[src/rtl/simon_pkg.sv]
// Simon 32/64 constants, round function and key schedule step.
package simon_pkg;

  localparam int unsigned ROUND_COUNT = 32;
  localparam int unsigned WORD_W      = 16;
  localparam int unsigned BLOCK_W     = 32;
  localparam int unsigned KEY_W       = 64;
  localparam int unsigned RIDX_W      = $clog2(ROUND_COUNT);

  localparam logic [WORD_W-1:0] KEY_CONST = 16'hFFFC;
  localparam logic [63:0]       Z0_SEQ    = 64'h19C3522FB386A45F;

  localparam logic OP_ENCRYPT = 1'b0;
  localparam logic OP_DECRYPT = 1'b1;

  typedef logic [WORD_W-1:0] word_t;

  // f(x) = (x <<< 1 & x <<< 8) ^ x <<< 2
  function automatic word_t round_f(input word_t x);
    word_t r1, r2, r8;
    r1 = {x[14:0], x[15]};
    r2 = {x[13:0], x[15:14]};
    r8 = {x[7:0], x[15:8]};
    return (r1 & r8) ^ r2;
  endfunction

  // Next key word from k0, k1, k3 and one bit of z0.
  function automatic word_t key_step(input word_t k0, input word_t k1,
                                     input word_t k3, input logic zbit);
    word_t t;
    t = {k3[2:0], k3[15:3]} ^ k1;
    return t ^ {t[0], t[15:1]} ^ k0 ^ KEY_CONST ^ {15'd0, zbit};
  endfunction

endpackage

[src/rtl/simon32_64_cipher.sv]
// Simon 32/64 block cipher: key expansion and 32-stage round pipeline.
// An accepted block passes through every round stage before done_o; one Feistel round per stage.
// Throughput: one block per cycle while busy is low; the unrolled round pipeline never stalls.
// Key load: a key write re-expands the round keys while busy is high.
// Reset: round keys are expanded from the all-zero key while busy is high.
// The receiver cannot stall: done_o marks block_out_o for exactly one cycle.
module simon32_64_cipher
  import simon_pkg::*;
(
  input  logic               clk_i,
  input  logic               rst_ni,
  input  logic               start,
  output logic               busy,
  input  logic               operation_i,
  input  logic [BLOCK_W-1:0] block_in_i,
  output logic               done_o,
  output logic [BLOCK_W-1:0] block_out_o,
  input  logic               cfg_valid_i,
  output logic               cfg_ready_o,
  input  logic [KEY_W-1:0]   cipher_key_i
);

  // ---------------------------------------------------------------------------
  // Key schedule: while busy is high, four key words slide one step per cycle
  // and one round key is written per cycle into the round key registers.
  // ---------------------------------------------------------------------------
  word_t             kw_q [4];
  word_t             rk_q [ROUND_COUNT];
  logic [RIDX_W-1:0] exp_cnt_q;
  logic              exp_busy_q;
  logic              cfg_wr;
  word_t             kw_next;

  localparam logic [RIDX_W-1:0] LastStep = RIDX_W'(ROUND_COUNT - 2);

  // Take a key at any time; a write restarts the expansion.
  assign cfg_ready_o = 1'b1;
  assign cfg_wr      = cfg_valid_i && cfg_ready_o;
  assign busy        = exp_busy_q;

  assign kw_next = key_step(kw_q[0], kw_q[1], kw_q[3], Z0_SEQ[{1'b0, exp_cnt_q}]);

  always_ff @(posedge clk_i or negedge rst_ni) begin
    if (!rst_ni) begin
      exp_busy_q <= 1'b1;
      exp_cnt_q  <= '0;
      for (int i = 0; i < 4; i++) kw_q[i] <= '0;
      for (int i = 0; i < ROUND_COUNT; i++) rk_q[i] <= '0;
    end else if (cfg_wr) begin
      // Load the new key and restart the expansion at round key 1.
      exp_busy_q <= 1'b1;
      exp_cnt_q  <= '0;
      for (int i = 0; i < 4; i++) kw_q[i] <= cipher_key_i[WORD_W*i +: WORD_W];
      rk_q[0] <= cipher_key_i[WORD_W-1:0];
    end else if (exp_busy_q) begin
      // Advance the key words; old k1 becomes the next round key.
      rk_q[exp_cnt_q + 1'b1] <= kw_q[1];
      kw_q[0] <= kw_q[1];
      kw_q[1] <= kw_q[2];
      kw_q[2] <= kw_q[3];
      kw_q[3] <= kw_next;
      exp_cnt_q <= exp_cnt_q + 1'b1;
      if (exp_cnt_q == LastStep) begin
        exp_busy_q <= 1'b0;
      end
    end
  end

  // ---------------------------------------------------------------------------
  // Round pipeline: stage r holds the halves after round r. Decryption
  // enters with swapped halves and reads the round keys in reverse order.
  // ---------------------------------------------------------------------------
  logic  accept;
  logic  vld_q [ROUND_COUNT];
  logic  op_q  [ROUND_COUNT];
  word_t a_q   [ROUND_COUNT];
  word_t b_q   [ROUND_COUNT];

  assign accept = start && !busy;

  for (genvar r = 0; r < ROUND_COUNT; r++) begin : g_round
    logic  vld_in;
    logic  op_in;
    word_t a_in;
    word_t b_in;
    word_t key;

    if (r == 0) begin : g_first
      assign vld_in = accept;
      assign op_in  = operation_i;
      assign a_in   = (operation_i == OP_DECRYPT) ? block_in_i[WORD_W-1:0]
                                                  : block_in_i[BLOCK_W-1:WORD_W];
      assign b_in   = (operation_i == OP_DECRYPT) ? block_in_i[BLOCK_W-1:WORD_W]
                                                  : block_in_i[WORD_W-1:0];
    end else begin : g_next
      assign vld_in = vld_q[r-1];
      assign op_in  = op_q[r-1];
      assign a_in   = a_q[r-1];
      assign b_in   = b_q[r-1];
    end

    assign key = (op_in == OP_DECRYPT) ? rk_q[ROUND_COUNT-1-r] : rk_q[r];

    always_ff @(posedge clk_i or negedge rst_ni) begin
      if (!rst_ni) begin
        vld_q[r] <= 1'b0;
      end else begin
        vld_q[r] <= vld_in;
      end
    end

    // Data needs no reset; hold it when the stage has nothing to carry.
    always_ff @(posedge clk_i) begin
      if (vld_in) begin
        op_q[r] <= op_in;
        a_q[r]  <= round_f(a_in) ^ b_in ^ key;
        b_q[r]  <= a_in;
      end
    end
  end

  // Undo the decrypt swap on the way out.
  assign done_o      = vld_q[ROUND_COUNT-1];
  assign block_out_o = (op_q[ROUND_COUNT-1] == OP_DECRYPT)
                     ? {b_q[ROUND_COUNT-1], a_q[ROUND_COUNT-1]}
                     : {a_q[ROUND_COUNT-1], b_q[ROUND_COUNT-1]};

  // ---------------------------------------------------------------------------
  // Assertions
  // ---------------------------------------------------------------------------
  a_done_latency: assert property (@(posedge clk_i) disable iff (!rst_ni)
    accept |-> ##32 done_o)
    else $error("result strobe missing 32 cycles after start");

  a_done_source: assert property (@(posedge clk_i) disable iff (!rst_ni)
    done_o |-> $past(vld_q[ROUND_COUNT-2]))
    else $error("result strobe without an item in the pipeline");

  a_cfg_busy: assert property (@(posedge clk_i) disable iff (!rst_ni)
    cfg_wr |=> busy)
    else $error("key write did not start expansion");

  a_exp_range: assert property (@(posedge clk_i) disable iff (!rst_ni)
    exp_busy_q |-> (exp_cnt_q <= LastStep))
    else $error("key expansion counter overran");

endmodule
[config.mk]
export PLATFORM = sky130hd
export DESIGN_NAME = simon32_64_cipher
export DESIGN_NICKNAME = d
export VERILOG_FILES = /design/src/rtl/simon_pkg.sv /design/src/rtl/simon32_64_cipher.sv
export SDC_FILE = /design/constraint.sdc
export NUM_CORES = 2
export LEC_CHECK = 0
export BUFFER_PORTS_ARGS = -buffer_cell sky130_fd_sc_hd__buf_2
export CAP_MARGIN = 15
export CORE_AREA = 2 2 353 355
export CTS_CLUSTER_DIAMETER = 30
export DETAILED_ROUTE_END_ITERATION = 8
export DIE_AREA = 0 0 355 357
export PLACE_DENSITY_LB_ADDON = 0.2
export SYNTH_ARGS = -nofsm -noshare
export SYNTH_HDL_FRONTEND = slang
export SYNTH_SLANG_ARGS = --single-unit
[constraint.sdc]
create_clock -name clk_i -period 8.1 [get_ports clk_i]
set_input_delay 0.405 -clock clk_i [delete_from_list [all_inputs] [get_ports clk_i]]
set_output_delay 0.405 -clock clk_i [all_outputs]
set_load 0.005 [all_outputs]
==> flow_metrics.env <==
export IMPL_cts_buffers=351
export IMPL_ys_ff_latch=1670
export IMPL_io_pins=136
export IMPL_r2r_slack_ns=4.18
export IMPL_wire_per_inst_um=26.2
export IMPL_syn_avg_cell_area_um2=14.3
export IMPL_critPathArrivalTime_ns=4.67
export IMPL_antenna_found_initial=1
export IMPL_design_area_mm2=0.0929
export IMPL_synth_flop_cell="edfxtp_1"
export IMPL_drc=0
export IMPL_synth_top_area_frac=0.407
export IMPL_n_fill_cell=7364
export IMPL_ys_seq_area_frac=0.604
export IMPL_tns_ns=0
export IMPL_crit_start="busy"
export IMPL_cts_tree="yes"
export IMPL_rows=129
export IMPL_synth_cell_types=51
export IMPL_critical_path_class="flop to flop"
export IMPL_grt_max_degree=176
export IMPL_worst_slew_pin_slew_ns=1.27
export IMPL_routed_wl_mm=204
export IMPL_cp_data_required_time_ns=8.85
export IMPL_rr_startpoint="busy"
export IMPL_io_buffer_count=134
export IMPL_end_kind="flop"
export IMPL_cap_violations=0
export IMPL_fmax_ghz=0.255
export IMPL_nets=5972
export IMPL_detail_route_antenna_nets=0
export IMPL_grt_overflow=0
export IMPL_period_minus_slack_ns=3.92
export IMPL_grtUsageTotal=0.324
export IMPL_clkLatencyLatePin_ns=0.91
export IMPL_critPathMaxFanout=90
export IMPL_setup_viol=0
export IMPL_drt_pass1_iter_count=5
export IMPL_syn_nets=5542
export IMPL_endpoint="rk_q[102]"
export IMPL_crit_path_start_kind="flop"
export IMPL_power_density_mw_per_mm2=278
export IMPL_place_congestion=0.855
export IMPL_ctsLongestPathBuffers=4
export IMPL_vdd_ir_drop_max_mv=0.264
export IMPL_postSynthCellCount=5435
export IMPL_fin_ws_ns=4.18
export IMPL_syn_area_mm2=0.0780
export IMPL_dr_total_vias=45200
export IMPL_synth_area_leaders="edfxtp_1, dfrtp_1, xnor2_1"
export IMPL_cts_num_sinks=1670
export IMPL_hold_path_depth=3
export IMPL_hold_viol=0
export IMPL_die_area_mm2=0.127
export IMPL_grt_pass1_wl_mm=302
export IMPL_grt_pass1_vias=46700
export IMPL_synth_edff_count=1056
export IMPL_post_route_period_util=0.484
export IMPL_synthArstFlopShare=0.368
export IMPL_syn_to_final_growth_pct=19.1
export IMPL_dp_slack_ns=4.25
export IMPL_fp_coreArea_mm2=0.123
export IMPL_p_total_mw=25.8
export IMPL_clock_skew_ns=0.0463
export IMPL_synth_top_cell_by_area="edfxtp_1"
export IMPL_p_leak_nw=37.5
export IMPL_status="finished, final reports clean"
export IMPL_synth_warnings=0
export IMPL_die_x_um=355
export IMPL_clock_root_buffer="clkbuf_16"
export IMPL_viasPerCell=5.81
export IMPL_die_h_um=357
export IMPL_h_tree_depth=5
export IMPL_r2r_end="rk_q[102]"
export IMPL_clk_pin_slew_ns=0.05
export IMPL_dp_hpwl_mm=130
export IMPL_drive_gt1_frac=0.221
export IMPL_dpl_instance_area_mm2=0.0802
export IMPL_drt_iter0_markers=4869
export IMPL_rsz0062_at_grt="no"
export IMPL_relSlewSlack=0.153
export IMPL_initial_core_util=0.634
export IMPL_r2r_cells=4
export IMPL_hp_class="input pin to flop"
export IMPL_slew_viol_final=0
## registers in the layout, summed over array words and instances (netlist names)
register / flops
a_q: 512
b_q: 512
rk_q: 512
kw_q: 64
op_q: 32
g_round.vld_in: 31
exp_cnt_q: 5
busy: 1
done_o: 1
## cell usage in the layout (no fill, tap or decap), types with 49 or more instances in the layout
cell              n
xor2_1          528
buf_4            50
mux2_4           71
mux2_2          458
dfrtp_1         597
xnor2_1        1078
mux2i_1         561
clkinv_2         55
buf_2           132
nand2_1         552
dlygate4sd3_1    96
edfxtp_1       1056
a21oi_1          49
clkbuf_16       361
nor2_1           57
## synthesized netlist by cell type (48+ instances only)
library cell	n
a21oi_1	50
edfxtp_1	1056
xor2_1	528
dfrtp_1	613
mux2i_1	561
nand2_1	552
mux2_4	71
mux2_2	458
clkbuf_1	106
o21ai_0	48
xnor2_1	1078
nor2_1	57
## kinds of logic (layout without fill, tap and decap cells)
| group | Yosys count | in the layout | share of synthesized area |
|---|---|---|---|
| simple gates | 706 | 706 | 0.0390 |
| fa+ha+maj | 6 | 6 | 0.000963 |
| buf+inv | 228 | 937 | 0.0141 |
| compound gates | 125 | 125 | 0.00958 |
| xor+xnor | 1606 | 1606 | 0.180 |
| flops | 1670 | 1670 | 0.604 |
| other cells | 1 | 2 | 0.0000481 |
| mux | 1093 | 1093 | 0.152 |
## routing by layer
metal	track usage	vias up	routed length, um
met2	0.518	1840	98200
met1	0.448	23200	85200
met4	0.129	2	7650
met5	0	-	13
met3	0.0513	415	12700
li1	-	19700	-
## worst min-delay path by stage
stage / from / to
global placement: rst_ni / g_round[31].vld_in
CTS: block_in_i[13] / b_q[0][13]
detailed placement: rst_ni / g_round[31].vld_in
finish: block_in_i[13] / b_q[0][13]
floorplan: rst_ni / done_o
global route: block_in_i[24] / b_q[0][8]
## worst max-delay path, stage by stage (launching register included)
cell and delay, ns:
dfstp_4 1.29, nor2b_2 0.41, nand2_1 0.68, nor2_2 0.95, mux2_2 0.41
## report_power, final
group / internal (mW) / switching, mW / leakage [nW]
combinational: 0.809 / 1.03 / 14.1
clock: 9.46 / 4.74 / 5.66
sequential: 9.45 / 0.338 / 17.7
total: 19.7 / 6.11 / 37.5
## area by class of cell
type | instances | area, um2 | area share
Antenna cell | 1 | 2.50 | 0.0000269
Clock buffer | 421 | 9480 | 0.102
Clock inverter | 211 | 2260 | 0.0243
Inverter | 21 | 78.8 | 0.000848
Multi-Input combinational cell | 3537 | 29800 | 0.321
Sequential cell | 1670 | 47100 | 0.507
Tap cell | 1637 | 2050 | 0.0220
Timing Repair Buffer | 284 | 2110 | 0.0228
## stage by stage
stage,instances,hold slack (ns),utilization
3_5_place_dp,7051,0.460,0.652
4_1_cts,7779,0.000276,0.755
3_3_place_gp,7051,0.435,0.652
5_1_grt,7781,0.0539,0.755
2_1_floorplan,5435,0.109,-
6_report,7782,0.0542,0.755
## timing repair
action / in CTS / in global routing
setup buffers: 0 / 0
hold buffers: 96 / 0
resized for setup: 0 / 0
hold endpoints to repair: 168 / 0
setup endpoints to repair: 0 / 0
(Power assumes the default switching activity.)
